$ cat config.mk
export PLATFORM = sky130hd
export DESIGN_NAME = bfha_ctrl
export DESIGN_NICKNAME = d
export VERILOG_FILES = /design/src/sv/bfha_pkg.sv /design/src/sv/bfha_ctrl.sv
export SDC_FILE = /design/constraint.sdc
export NUM_CORES = 1
export LEC_CHECK = 0
export BUFFER_PORTS_ARGS = -buffer_cell sky130_fd_sc_hd__buf_2
export CAP_MARGIN = 20
export CORE_ASPECT_RATIO = 0.6
export CORE_MARGIN = 4
export CORE_UTILIZATION = 35
export CTS_CLUSTER_DIAMETER = 80
export DETAILED_ROUTE_END_ITERATION = 16
export SYNTH_ARGS = -nofsm -noshare
export SYNTH_HDL_FRONTEND = slang
export SYNTH_SLANG_ARGS = --single-unit
export TNS_END_PERCENT = 1
$ cat constraint.sdc
create_clock -name clk -period 3.9 [get_ports clk]
set_clock_uncertainty 0.15 [all_clocks]
set_input_delay 0.39 -clock clk [delete_from_list [all_inputs] [get_ports clk]]
set_output_delay 0.39 -clock clk [all_outputs]
set_load 0.02 [all_outputs]
$ cat src/sv/bfha_pkg.sv
// Shared types and constants of the best-fit heap allocator.
// Holds status and opcode codes, datapath step codes and the
// controller/datapath command and status structs. No dependencies.
`default_nettype none
package bfha_pkg;

  localparam int BYTE_W = 18;

  localparam logic [1:0] OP_ALLOC = 2'd0;
  localparam logic [1:0] OP_FREE  = 2'd1;
  localparam logic [1:0] OP_COAL  = 2'd2;

  localparam logic [2:0] ST_OK       = 3'd0;
  localparam logic [2:0] ST_BAD_SIZE = 3'd1;
  localparam logic [2:0] ST_NO_FIT   = 3'd2;
  localparam logic [2:0] ST_BAD_PTR  = 3'd3;
  localparam logic [2:0] ST_FREED    = 3'd4;

  localparam logic       CFG_HEAP  = 1'b0;
  localparam logic       CFG_SPLIT = 1'b1;
  localparam logic [12:0] HEAP_BYTES_RST = 13'd4096;
  localparam logic [12:0] MIN_SPLIT_RST  = 13'd8;

  typedef enum logic [4:0] {
    STEP_CLEAR, STEP_IDLE, STEP_DISP,
    STEP_A_CHK, STEP_A_RD, STEP_A_EV, STEP_A_BRD, STEP_A_BEV, STEP_A_W2, STEP_A_W3,
    STEP_SP_RD, STEP_SP_WR,
    STEP_F_CHK, STEP_F_EV, STEP_F_W2, STEP_F_NRD, STEP_F_NWR,
    STEP_C_RD, STEP_C_EV, STEP_C_NEV, STEP_C_W2,
    STEP_RESP
  } step_t;

  typedef struct packed {
    step_t      step;
    logic [2:0] st;
  } cmd_t;

  typedef struct packed {
    logic       clear_done;
    logic [1:0] op;
    logic       a_bad;
    logic       pos_end;
    logic       bs_zero;
    logic       w_free;
    logic       exact;
    logic       have;
    logic       split;
    logic       tgt_in;
    logic       f_bad;
    logic       bs_ge4;
    logic       c_try;
    logic       c_merge;
    logic       out_busy;
  } stat_t;

endpackage
`default_nettype wire

$ cat src/sv/bfha_ctrl.sv
// Controller of the heap allocator: one-hot sequencer over the walks.
// Depends on bfha_pkg; drives the datapath through cmd_t, reads stat_t.
`default_nettype none
module bfha_ctrl (
  input  wire logic          clk,
  input  wire logic          rst,
  input  wire logic          in_valid,
  output logic               in_ready,
  input  bfha_pkg::stat_t    stat,
  output bfha_pkg::cmd_t     cmd
);
  import bfha_pkg::*;

  typedef enum logic [21:0] {
    S_CLEAR = 22'd1,      S_IDLE  = 22'd2,      S_DISP  = 22'd4,
    S_A_CHK = 22'd8,      S_A_RD  = 22'd16,     S_A_EV  = 22'd32,
    S_A_BRD = 22'd64,     S_A_BEV = 22'd128,    S_A_W2  = 22'd256,
    S_A_W3  = 22'd512,    S_SP_RD = 22'd1024,   S_SP_WR = 22'd2048,
    S_F_CHK = 22'd4096,   S_F_EV  = 22'd8192,   S_F_W2  = 22'd16384,
    S_F_NRD = 22'd32768,  S_F_NWR = 22'd65536,  S_C_RD  = 22'd131072,
    S_C_EV  = 22'd262144, S_C_NEV = 22'd524288, S_C_W2  = 22'd1048576,
    S_RESP  = 22'd2097152
  } state_t;

  state_t     state, state_next;
  logic [2:0] st, st_next;

  assign in_ready = (state == S_IDLE);

  always_comb begin
    cmd.st = st;
    case (state)
      S_CLEAR: cmd.step = STEP_CLEAR;
      S_IDLE:  cmd.step = STEP_IDLE;
      S_DISP:  cmd.step = STEP_DISP;
      S_A_CHK: cmd.step = STEP_A_CHK;
      S_A_RD:  cmd.step = STEP_A_RD;
      S_A_EV:  cmd.step = STEP_A_EV;
      S_A_BRD: cmd.step = STEP_A_BRD;
      S_A_BEV: cmd.step = STEP_A_BEV;
      S_A_W2:  cmd.step = STEP_A_W2;
      S_A_W3:  cmd.step = STEP_A_W3;
      S_SP_RD: cmd.step = STEP_SP_RD;
      S_SP_WR: cmd.step = STEP_SP_WR;
      S_F_CHK: cmd.step = STEP_F_CHK;
      S_F_EV:  cmd.step = STEP_F_EV;
      S_F_W2:  cmd.step = STEP_F_W2;
      S_F_NRD: cmd.step = STEP_F_NRD;
      S_F_NWR: cmd.step = STEP_F_NWR;
      S_C_RD:  cmd.step = STEP_C_RD;
      S_C_EV:  cmd.step = STEP_C_EV;
      S_C_NEV: cmd.step = STEP_C_NEV;
      S_C_W2:  cmd.step = STEP_C_W2;
      S_RESP:  cmd.step = STEP_RESP;
      default: cmd.step = STEP_IDLE;
    endcase
  end

  always_comb begin
    state_next = state;
    st_next    = st;
    case (state)
      S_CLEAR: if (stat.clear_done) state_next = S_IDLE;
      S_IDLE:  if (in_valid) state_next = S_DISP;
      S_DISP: begin
        case (stat.op)
          OP_ALLOC: state_next = S_A_CHK;
          OP_FREE:  state_next = S_F_CHK;
          OP_COAL:  state_next = S_C_RD;
          default: begin
            st_next    = ST_OK;
            state_next = S_RESP;
          end
        endcase
      end
      S_A_CHK: begin
        if (stat.a_bad) begin
          st_next    = ST_BAD_SIZE;
          state_next = S_RESP;
        end else begin
          state_next = S_A_RD;
        end
      end
      S_A_RD: begin
        if (!stat.pos_end) begin
          state_next = S_A_EV;
        end else if (stat.have) begin
          state_next = S_A_BRD;
        end else begin
          st_next    = ST_NO_FIT;
          state_next = S_RESP;
        end
      end
      S_A_EV: begin
        if (stat.bs_zero) begin
          if (stat.have) begin
            state_next = S_A_BRD;
          end else begin
            st_next    = ST_NO_FIT;
            state_next = S_RESP;
          end
        end else if (stat.exact) begin
          st_next    = ST_OK;
          state_next = S_SP_RD;
        end else begin
          state_next = S_A_RD;
        end
      end
      S_A_BRD: state_next = S_A_BEV;
      S_A_BEV: begin
        st_next    = ST_OK;
        state_next = stat.split ? S_A_W2 : S_SP_RD;
      end
      S_A_W2:  state_next = S_A_W3;
      S_A_W3:  state_next = S_RESP;
      S_SP_RD: state_next = stat.tgt_in ? S_SP_WR : S_RESP;
      S_SP_WR: state_next = S_RESP;
      S_F_CHK: begin
        if (stat.f_bad) begin
          st_next    = ST_BAD_PTR;
          state_next = S_RESP;
        end else begin
          state_next = S_F_EV;
        end
      end
      S_F_EV: begin
        if (stat.w_free) begin
          st_next    = ST_FREED;
          state_next = S_RESP;
        end else begin
          st_next    = ST_OK;
          state_next = stat.bs_ge4 ? S_F_W2 : S_F_NRD;
        end
      end
      S_F_W2:  state_next = S_F_NRD;
      S_F_NRD: state_next = stat.tgt_in ? S_F_NWR : S_RESP;
      S_F_NWR: state_next = S_RESP;
      S_C_RD: begin
        if (stat.pos_end) begin
          st_next    = ST_OK;
          state_next = S_RESP;
        end else begin
          state_next = S_C_EV;
        end
      end
      S_C_EV: begin
        if (stat.bs_zero) begin
          st_next    = ST_OK;
          state_next = S_RESP;
        end else begin
          state_next = stat.c_try ? S_C_NEV : S_C_RD;
        end
      end
      S_C_NEV: state_next = stat.c_merge ? S_C_W2 : S_C_RD;
      S_C_W2:  state_next = S_C_RD;
      S_RESP:  if (!stat.out_busy) state_next = S_IDLE;
      default: state_next = S_IDLE;
    endcase
  end

  always_ff @(posedge clk) begin
    if (rst) begin
      state <= S_CLEAR;
      st    <= ST_OK;
    end else begin
      state <= state_next;
      st    <= st_next;
    end
  end

endmodule
`default_nettype wire

After elaboration in Yosys (flattened, before gate mapping)
Cells that the tools add are included.
W data, S select, Z words.
Storage, ports and cells
  bits in registers: 25
  output and inout bits: 9
Operators by class
  eq/ne operators: 34
  multiplexer cells: 32
  reductions and logical operators: 6
Operators by type and width (count)
  $pmux W22 S20: 1
  $mux W22: 13
  $pmux W5 S21: 1
  $pmux W22 S3: 1
  $mux W3: 10
  $pmux W3 S9: 1
  $eq A22 B1 Y1 const B: 1
  $eq A22 B10 Y1 const B: 1
  $eq A22 B11 Y1 const B: 1
  $eq A22 B12 Y1 const B: 1
  $eq A22 B13 Y1 const B: 1
  $eq A22 B14 Y1 const B: 1
  $eq A22 B15 Y1 const B: 1
  $eq A22 B16 Y1 const B: 1
  $eq A22 B17 Y1 const B: 1
  $eq A22 B18 Y1 const B: 1
  $eq A22 B19 Y1 const B: 1
  $eq A22 B2 Y1 const B: 1
  $eq A22 B20 Y1 const B: 1
  $eq A22 B21 Y1 const B: 1
  $eq A22 B22 Y1 const B: 1
  $eq A22 B3 Y1 const B: 1
  $eq A22 B4 Y1 const B: 1
  $eq A22 B5 Y1 const B: 1
  17 further kinds: 27

Logic depth before layout (Yosys ltp)
Gate-level depths: netlist (run 1).
  word-level depth: 4
  gate-level depth with buffers: 8

Worst setup path before layout (run 1)
Ideal clock, no wire load.
  path type: register -> output
  from: register state[18]
  to: output port cmd[3] (netlist name)
  data arrival time: 2.224 ns
  setup slack: 1.136 ns
  cell stages (with the launch flop): 8
  buffers on the path: 1
  cell sequence: dfxtp_1 > buf_2 > nor4_4 > nand2_4 > or4_1 > o21a_1 > o31a_1 > a311o_1
RTL lines
  start: declaration: RTL line bfha_ctrl.sv:25  | state_t state, state_next;
  start signal: assignment: RTL line bfha_ctrl.sv:166  | state <= state_next;
  end: declaration: RTL line bfha_ctrl.sv:10  | output bfha_pkg::cmd_t cmd

==> impl_metrics.csv, run 1 <==
group,metric,value,unit
setup_path,rr_startpoint,"state[4]",
cts,cts_buffer_depth,2,
timing,slew_headroom,0.522,
route,drcViolationCount,0,
global_routing,overflow,0,
setup_path,path_buf_inv,1,
route,drtIter0Drc,207,
floorplanning,dieArea,7070,sq um
cts,cts_made_buffers,3,
placement,dp_hpwl,5320,um
placement,io_buffers,27,
cts,worstSkewPairLatency,280,ps
logic_synthesis,ys.flop_type,"dfxtp_1",
layout,nFillCells,609,
power,powerDensity,233,nW/um^2
placement,dp_cells,343,
cts,cts_hold_buf,0,
floorplanning,fp.dieW,106,um
setup_path,crit_family,"simple AND/OR/NAND/NOR gates",
logic_synthesis,syn_area,2010,sq um
min_path,hold_path_end,"state[0]",
setup_path,critPathKind,"flop to output pin",
placement,place.gp.congestion,0.939,
cts,cts-root-buf,"clkbuf_8",
route,ant_nets,0,
global_routing,grt_pass1_wl,10800,um
logic_synthesis,yosys.area.top_type_share,0.249,
timing,fmax,289,MHz
logic_synthesis,yosysUniqueCellTypes,70,
setup_path,cp.depth,7,
min_path,min-delay-start,"stat[15]",
setup_path,rrSetupSlack,1050,ps
floorplanning,row_count,21,
floorplanning,die_h,66.7,um
cts,htreeDepth,1,
route,first_pass_iters,5,
layout,area_delta_synth_final,11.6,%
global_routing,met3_usage,0.0571,
route,wirelength,6820,um
run,cap_violations,0,
logic_synthesis,ys_seq_area_frac,0.249,
min_path,hp-class,"primary input to flop",
global_routing,grt_max_degree,17,
setup_path,r2r_end,"st[1]",
logic_synthesis,synth.net_count,263,
logic_synthesis,ys_top_cells_by_area,"dfxtp_1, nor2_1, nor4b_1",
cts,cts_resized,0,
setup_path,cp.required,3360,ps
setup_path,critPathMaxStageDelay,560,ps
logic_synthesis,syn_area_per_cell,8.25,sq um
power,p_total,0.523,mW
cts,cts_tree,"done",
timing,slew_violations,0,
floorplanning,initial_core_util,0.361,
timing,setup_violations,0,
setup_path,cp-start-kind,"flop",
logic_synthesis,async_flop_share,0,
global_routing,grt_pass1_vias,1942,
logic_synthesis,yosys_warnings,0,
layout,regArea,500,sq um
layout,final_common_cell,"nor2_1",
global_routing,grtUsageMet2,0.265,
route,vias,2189,
cts,cts_sinks,25,
min_path,hold_depth,2,
timing,finalCritPeriodShare,0.887,
global_routing,grtUsageMet1,0.313,
timing,fin_crit,3460,ps
logic_synthesis,synth_edf_count,0,
route,detail_route.wl_per_cell,19.6,um
timing,tightest_slew,707,ps
global_routing,grt-busiest-layer,"met1",
run_status,status,"completed",
setup_path,worstRegToRegCells,6,
timing,fin_setup_tns,0,ps
route,vias_per_cell,6.31,
floorplanning,core_area,5570,sq um
logic_synthesis,yosys.area.top_type,"dfxtp_1",
timing,hold_viol,0,
layout,multi_input_area,1400,sq um
logic_synthesis,syn_inst,244,
layout,stdcell_count,347,
setup_path,path_max_fanout,10,
setup_path,end_kind,"output pin",
logic_synthesis,ys_ff_latch,25,
timing,rsz0062_at_grt,"no",
layout,n_antenna_cell,0,
setup_path,crit_arrival,2920,ps
cts,post_cts_buffers,0,
setup_path,critical-path-slowest-cell,"nor4_4",
layout,final_cell_mix,"nor2_1, buf_2, dfxtp_1",
power,p_leak,0.821,nW
layout,finish.utilization,0.403,
layout,drive_gt1_frac,0.202,
floorplanning,io_pins,28,
global_routing,grt_usage,0.198,
layout,fin_nets,287,
global_routing,antenna_found_initial,0,
setup_path,worstPathCellList,"nor4_4 > nand2_4 > or4_1 > o21a_1 > o31a_1 > a311o_1 > buf_2",
power,ir_drop,123,uV
cts,path_clk_slew,100,ps
==> cell usage after synthesis (2+ instances only) <==
cell	n
a2111oi_0	3
buf_4	4
nor3_1	12
nor2_1	28
a21oi_1	4
a211oi_1	2
clkbuf_1	5
nor4_4	3
nor4_1	4
a22oi_1	2
and4_1	3
a32oi_1	2
or4_1	7
o21a_1	5
nand3_1	13
o31a_1	2
o31ai_1	2
nor3_2	2
buf_6	2
o32ai_1	3
nor2b_1	4
nor4b_1	12
o211ai_1	4
xnor2_1	6
and3_1	5
nand4b_1	3
nand4_1	11
nand2_1	9
inv_1	9
o22ai_1	2
or2_2	2
o21ai_0	2
nor3b_1	4
or3_1	3
dfxtp_1	25
==> registers in the layout, indices dropped and copies added, names as in the netlist <==
| register | count |
|---|---|
| st | 3 |
| state | 22 |
==> power breakdown <==
| part | internal, mW | leakage [nW] | switching (mW) |
|---|---|---|---|
| registers | 0.258 | 0.202 | 0.00707 |
| logic | 0.0338 | 0.596 | 0.0588 |
| clock network | 0.0735 | 0.0228 | 0.0916 |
| total | 0.366 | 0.821 | 0.157 |
==> metal layers <==
layer	part of all wire	up-vias
met3	0.12	12
met1	0.49	1039
li1	-	1019
met5	0	-
met4	0.011	0
met2	0.37	119
==> cell type report <==
| type | instances | area share |
|---|---|---|
| Clock buffer | 4 | 0.0201 |
| Multi-Input combinational cell | 197 | 0.622 |
| Timing Repair Buffer | 31 | 0.0735 |
| Sequential cell | 25 | 0.223 |
| Inverter | 10 | 0.0167 |
| Tap cell | 80 | 0.0446 |
==> cell families after synthesis <==
group / Yosys count / synth area share
flip-flops: 25 / 0.249
AND/OR/NAND/NOR: 140 / 0.453
buffers and inverters: 22 / 0.0566
XOR/XNOR: 7 / 0.0305
AO/OA/AOI/OAI: 50 / 0.211
==> per-stage QoR <==
stage                     hold slack [ps]  instance area [sq um]  setup WS (ps)
after floorplan                       312                   2010           1140
after global placement                301                   2200            830
after detailed placement              338                   2200            798
after CTS                             159                   2250            467
after global routing                  176                   2250            296
final                                 158                   2250            441
==> worst max path at each step <==
stage | slack (ps) | from | end
floorplan | 1140 | state[18] | cmd[3]
global placement | 830 | state[17] | cmd[3]
detailed placement | 800 | state[17] | cmd[3]
CTS | 470 | state[17] | cmd[3]
global route | 300 | state[17] | cmd[3]
finish | 440 | state[17] | cmd[3]
No activity file was read; power rests on OpenSTA's default activity.
==> run 2: changes to the inputs <==
Clock period 3.9 ns to 3.8 ns, I/O delays scaled along.
==> run 2 against run 1 <==
Global-route usage shrank 0.70 points. Critical endpoint unchanged. Critical path type unchanged. Via count shrank 1.2%. Wire length shrank 0.10%.
==> impl_metrics.csv, run 2 (same netlist as run 1, synthesis figures left out) <==
group,metric,value,unit
timing,slew_violations,0,
placement,io_buffers,27,
placement,dp_cells,344,
timing,fmax,290,MHz
setup_path,r2r_end,"st[1]",
setup_path,rrSetupSlack,980,ps
setup_path,cp.required,3270,ps
timing,finalWorstSetupSlack,352,ps
layout,top_register,"state",
timing,setup_violations,0,
setup_path,critical-path-slowest-cell,"nor4_4",
global_routing,grt_pass1_vias,1900,
setup_path,end_kind,"output pin",
setup_path,crit_arrival,2920,ps
floorplanning,die_h,66.7,um
setup_path,path_max_fanout,10,
layout,final_cell_mix,"nor2_1, buf_2, dfxtp_1",
power,powerDensity,238,nW/um^2
placement,place.gp.congestion,0.971,
layout,largest_reg_flops,22,
run_status,status,"completed",
setup_path,cp-start-kind,"flop",
timing,fin_crit,3450,ps
run,cap_violations,0,
cts,cts_hold_buf,0,
cts,cts_sinks,25,
cts,path_clk_slew,100,ps
floorplanning,initial_core_util,0.361,
min_path,hp-class,"primary input to flop",
cts,cts_resized,0,
timing,finalCritPeriodShare,0.907,
layout,n_antenna_cell,0,
layout,drive_gt1_frac,0.205,
layout,stdcell_count,348,
setup_path,worstRegToRegCells,6,
setup_path,cp.depth,7,
route,vias,2162,
setup_path,critPathKind,"flop to output pin",
setup_path,path_buf_inv,1,
global_routing,overflow,0,
global_routing,grt_usage,0.191,
timing,hold_slack,156,ps
cts,htreeDepth,1,
setup_path,crit_family,"simple AND/OR/NAND/NOR gates",
placement,place_ws,692,ps
route,wirelength,6810,um
power,ir_drop,132,uV
timing,tightest_slew,753,ps
min_path,hold_depth,2,
global_routing,grt_max_degree,17,
route,detail_route.wl_per_cell,19.6,um
route,drcViolationCount,0,
min_path,min-delay-start,"stat[9]",
global_routing,grt_pass1_wl,10400,um
floorplanning,fp.dieW,106,um
cts,worstSkewPairLatency,280,ps
timing,hold_viol,0,
setup_path,worstPathCellList,"nor4_4 > nand2_4 > or4_1 > o21a_1 > o31a_1 > a311o_1 > buf_2",
global_routing,antenna_found_initial,0,
floorplanning,dieArea,7070,sq um
placement,dp_hpwl,5290,um
timing,rsz0062_at_grt,"no",
cts,cts_made_buffers,3,
cts,cts_tree,"done",
route,vias_per_cell,6.21,
floorplanning,io_pins,28,
min_path,hold_path_end,"state[14]",
floorplanning,row_count,21,
setup_path,rr_startpoint,"state[4]",
layout,final_common_cell,"nor2_1",
layout,fin_nets,288,
layout,area_delta_synth_final,12.0,%
layout,top_regs,"state: 22 flops, st: 3 flops",
timing,fin_setup_tns,0,ps
timing,slew_headroom,0.485,
setup_path,critPathMaxStageDelay,590,ps
cts,post_cts_buffers,0,
route,ant_nets,0,
cts,cts_buffer_depth,2,
cts,cts-root-buf,"clkbuf_8",
floorplanning,core_area,5570,sq um
route,first_pass_iters,5,
route,drtIter0Drc,193,
power,p_leak,0.825,nW
## run 2: changes by cell type in the layout (fill, tap and decap cells not counted), sizes merged
cell | before | now
buf | 31 | 32
## run 2: metrics by stage
stage,instance area (sq um),total power [mW],util
after global routing,2250,0.558,0.405
after global placement,2210,0.372,0.396
after floorplan,2010,0.334,-
final,2250,0.537,0.405
after CTS,2250,0.534,0.405
after detailed placement,2210,0.371,0.396
## run 2: power breakdown
group / internal (mW) / switching (mW)
Clock: 0.0753 / 0.0938
Sequential: 0.265 / 0.00688
Combinational: 0.0348 / 0.0607
Total: 0.375 / 0.161
## run 2: worst reg2reg max path: cells and delay by family (launching register included)
| kind | cells | cell delay, ps |
|---|---|---|
| simple gates | 3 | 1010 |
| flops | 1 | 400 |
| compound gates | 3 | 1170 |
## run 2: routing by layer
metal / GRT usage / share of wire / up-vias / routed length, um
met2: 0.263 / 0.37 / 116 / 2550
li1: - / - / 1016 / -
met4: 0.0194 / 0.0073 / 0 / 50
met3: 0.0929 / 0.14 / 6 / 951
met5: 0 / 0 / - / 0
met1: 0.272 / 0.48 / 1024 / 3260
## run 2: worst max path at each step
| stage | startpoint | to | slack [ps] |
|---|---|---|---|
| final | state[17] | cmd[3] | 350 |
| after global routing | state[17] | cmd[3] | 230 |
| after detailed placement | state[17] | cmd[3] | 690 |
| after global placement | state[17] | cmd[3] | 770 |
| after floorplan | state[18] | cmd[3] | 1050 |
| after CTS | state[17] | cmd[3] | 370 |
## run 2: area by class of cell
type	instances	area (sq um)
repair buffers	32	173
fillers	602	3320
clock buffers	4	45.0
inverters	10	37.5
multi-input cells	197	1400
well taps	80	100
flip-flops and latches	25	500
==> run 3: changes to the inputs <==
Settings changed: REMOVE_ABC_BUFFERS set to 1.
==> run 3 against run 2 <==
Maximum frequency decreased by 0.33%. Count of clock-buffer cells in the layout unchanged. Setup slack got worse by 12 ps. Utilization decreased by 0.13 points. Design area decreased by 0.33%. Combinational power increased by 4.0%. Global-route usage increased by 0.99 points. Sequential share of layout area increased by 0.074 points. Critical endpoint unchanged. Highest routed layer unchanged.
==> impl_metrics.csv, run 3 (same netlist as run 1, synthesis figures left out) <==
group,metric,value,unit
placement,place.gp.congestion,1.01,
timing,hold_viol,0,
route,detail_route.wl_per_cell,19.7,um
setup_path,rr_startpoint,"state[12]",
setup_path,r2r_end,"st[1]",
setup_path,critical-path-slowest-cell,"nor4_4",
timing,slew_violations,0,
run_status,status,"completed",
cts,post_cts_buffers,0,
min_path,min-delay-start,"stat[13]",
layout,area_delta_synth_final,11.6,%
global_routing,grt_usage,0.201,
route,first_pass_iters,5,
setup_path,worstRegToRegCells,6,
timing,tightest_slew,739,ps
placement,dp_hpwl,5330,um
setup_path,critPathKind,"flop to output pin",
power,p_sw,0.162,mW
cts,htreeDepth,1,
floorplanning,dieArea,7070,sq um
global_routing,grt_max_degree,17,
cts,cts_resized,0,
power,p_int,0.375,mW
floorplanning,die_h,66.7,um
cts,worstSkewPairLatency,280,ps
setup_path,path_max_fanout,10,
layout,top_register,"state",
layout,multi_input_area,1400,sq um
setup_path,crit_arrival,2930,ps
timing,setup_violations,0,
placement,place_ws,741,ps
layout,stdcell_count,347,
layout,drive_gt1_frac,0.202,
layout,final_cell_area,2250,sq um
setup_path,path_buf_inv,1,
global_routing,grt_pass1_vias,2030,
power,p_leak,0.821,nW
placement,dp_cells,343,
setup_path,cp-start-kind,"flop",
layout,fin_nets,287,
power,p_total,0.537,mW
power,sequentialPowerShare,0.506,
setup_path,cp-startpoint,"state[17]",
route,ant_nets,0,
route,drtIter0Drc,370,
layout,top_regs,"state: 22 flops, st: 3 flops",
power,power_frac_comb,0.185,
power,powerDensity,239,nW/um^2
global_routing,overflow,0,
route,drcViolationCount,0,
route,vias_per_cell,6.35,
setup_path,cp.depth,7,
setup_path,rrSetupSlack,1070,ps
timing,rsz0062_at_grt,"no",
setup_path,crit_family,"simple AND/OR/NAND/NOR gates",
power,switching_share,0.302,
setup_path,cp.required,3270,ps
layout,largest_reg_flops,22,
layout,nFillCells,598,
placement,place_area,2200,sq um
timing,fmax,289,MHz
run,cap_violations,0,
route,wirelength,6830,um
setup_path,worstPathCellList,"nor4_4 > nand2_4 > or4_1 > o21a_1 > o31a_1 > a311o_1 > buf_2",
timing,slew_headroom,0.500,
floorplanning,io_pins,28,
min_path,hold_depth,2,
layout,n_antenna_cell,0,
cts,cts_made_buffers,3,
layout,regArea,500,sq um
timing,fin_crit,3460,ps
min_path,hp-class,"primary input to flop",
cts,cts_hold_buf,0,
global_routing,antenna_found_initial,0,
cts,cts_buffer_depth,2,
timing,fin_setup_tns,0,ps
floorplanning,initial_core_util,0.361,
global_routing,grt_pass1_wl,11000,um
route,vias,2205,
layout,final_common_cell,"nor2_1",
setup_path,critPathMaxStageDelay,560,ps
floorplanning,fp.dieW,106,um
placement,io_buffers,27,
min_path,hold_path_end,"state[3]",
timing,finalCritPeriodShare,0.910,
timing,finalWorstSetupSlack,341,ps
power,clkPwrFrac,0.309,
floorplanning,core_area,5570,sq um
floorplanning,row_count,21,
layout,final_cell_mix,"nor2_1, buf_2, dfxtp_1",
cts,cts_sinks,25,
power,ir_drop,153,uV
cts,cts_tree,"done",
setup_path,end_kind,"output pin",
cts,path_clk_slew,100,ps
cts,cts-root-buf,"clkbuf_8",
run 3: cell types whose count changed in the layout (fill, tap and decap cells not counted), sizes merged:
cell,previous run,this run
buf,32,31
run 3: worst register-to-register path: stages, from the launching register on:
cell       delay, ps
dfxtp_1          370
or4_1            660
nor3_1           470
nand3_1          220
o311ai_4         430
a2111oi_0        130
o21a_1           200
run 3: area by class of cell:
class | instances | area share
multi-input cells | 197 | 0.622
flip-flops and latches | 25 | 0.223
repair buffers | 31 | 0.0735
well taps | 80 | 0.0446
clock buffers | 4 | 0.0201
inverters | 10 | 0.0167
run 3: routing by layer:
| metal | part of all wire | GRT usage | vias to the layer above | routed length [um] |
|---|---|---|---|---|
| met5 | 0 | 0 | - | 0 |
| li1 | - | - | 1014 | - |
| met3 | 0.13 | 0.0707 | 18 | 915 |
| met2 | 0.37 | 0.271 | 159 | 2540 |
| met1 | 0.48 | 0.302 | 1014 | 3270 |
| met4 | 0.016 | 0.0323 | 0 | 107 |
run 3: worst max-delay path by stage:
stage / to / slack [ps]
4_1_cts: cmd[3] / 420
6_report: cmd[3] / 340
3_3_place_gp: cmd[3] / 830
3_5_place_dp: cmd[3] / 740
2_1_floorplan: cmd[3] / 570
5_1_grt: cmd[3] / 300
run 3: stage by stage:
| stage | hold slack [ps] | utilization |
|---|---|---|
| detailed placement | 343 | 0.395 |
| global placement | 297 | 0.395 |
| finish | 162 | 0.403 |
| floorplan | 298 | - |
| global route | 157 | 0.403 |
| CTS | 151 | 0.403 |
run 3: power by group through the flow:
stage	logic, mW	clock network, mW	registers (mW)
6_report	0.0992	0.166	0.272
2_1_floorplan	0.0540	0	0.277
3_5_place_dp	0.0950	0	0.278
5_1_grt	0.106	0.181	0.273
4_1_cts	0.0954	0.171	0.272
3_3_place_gp	0.0969	0	0.277
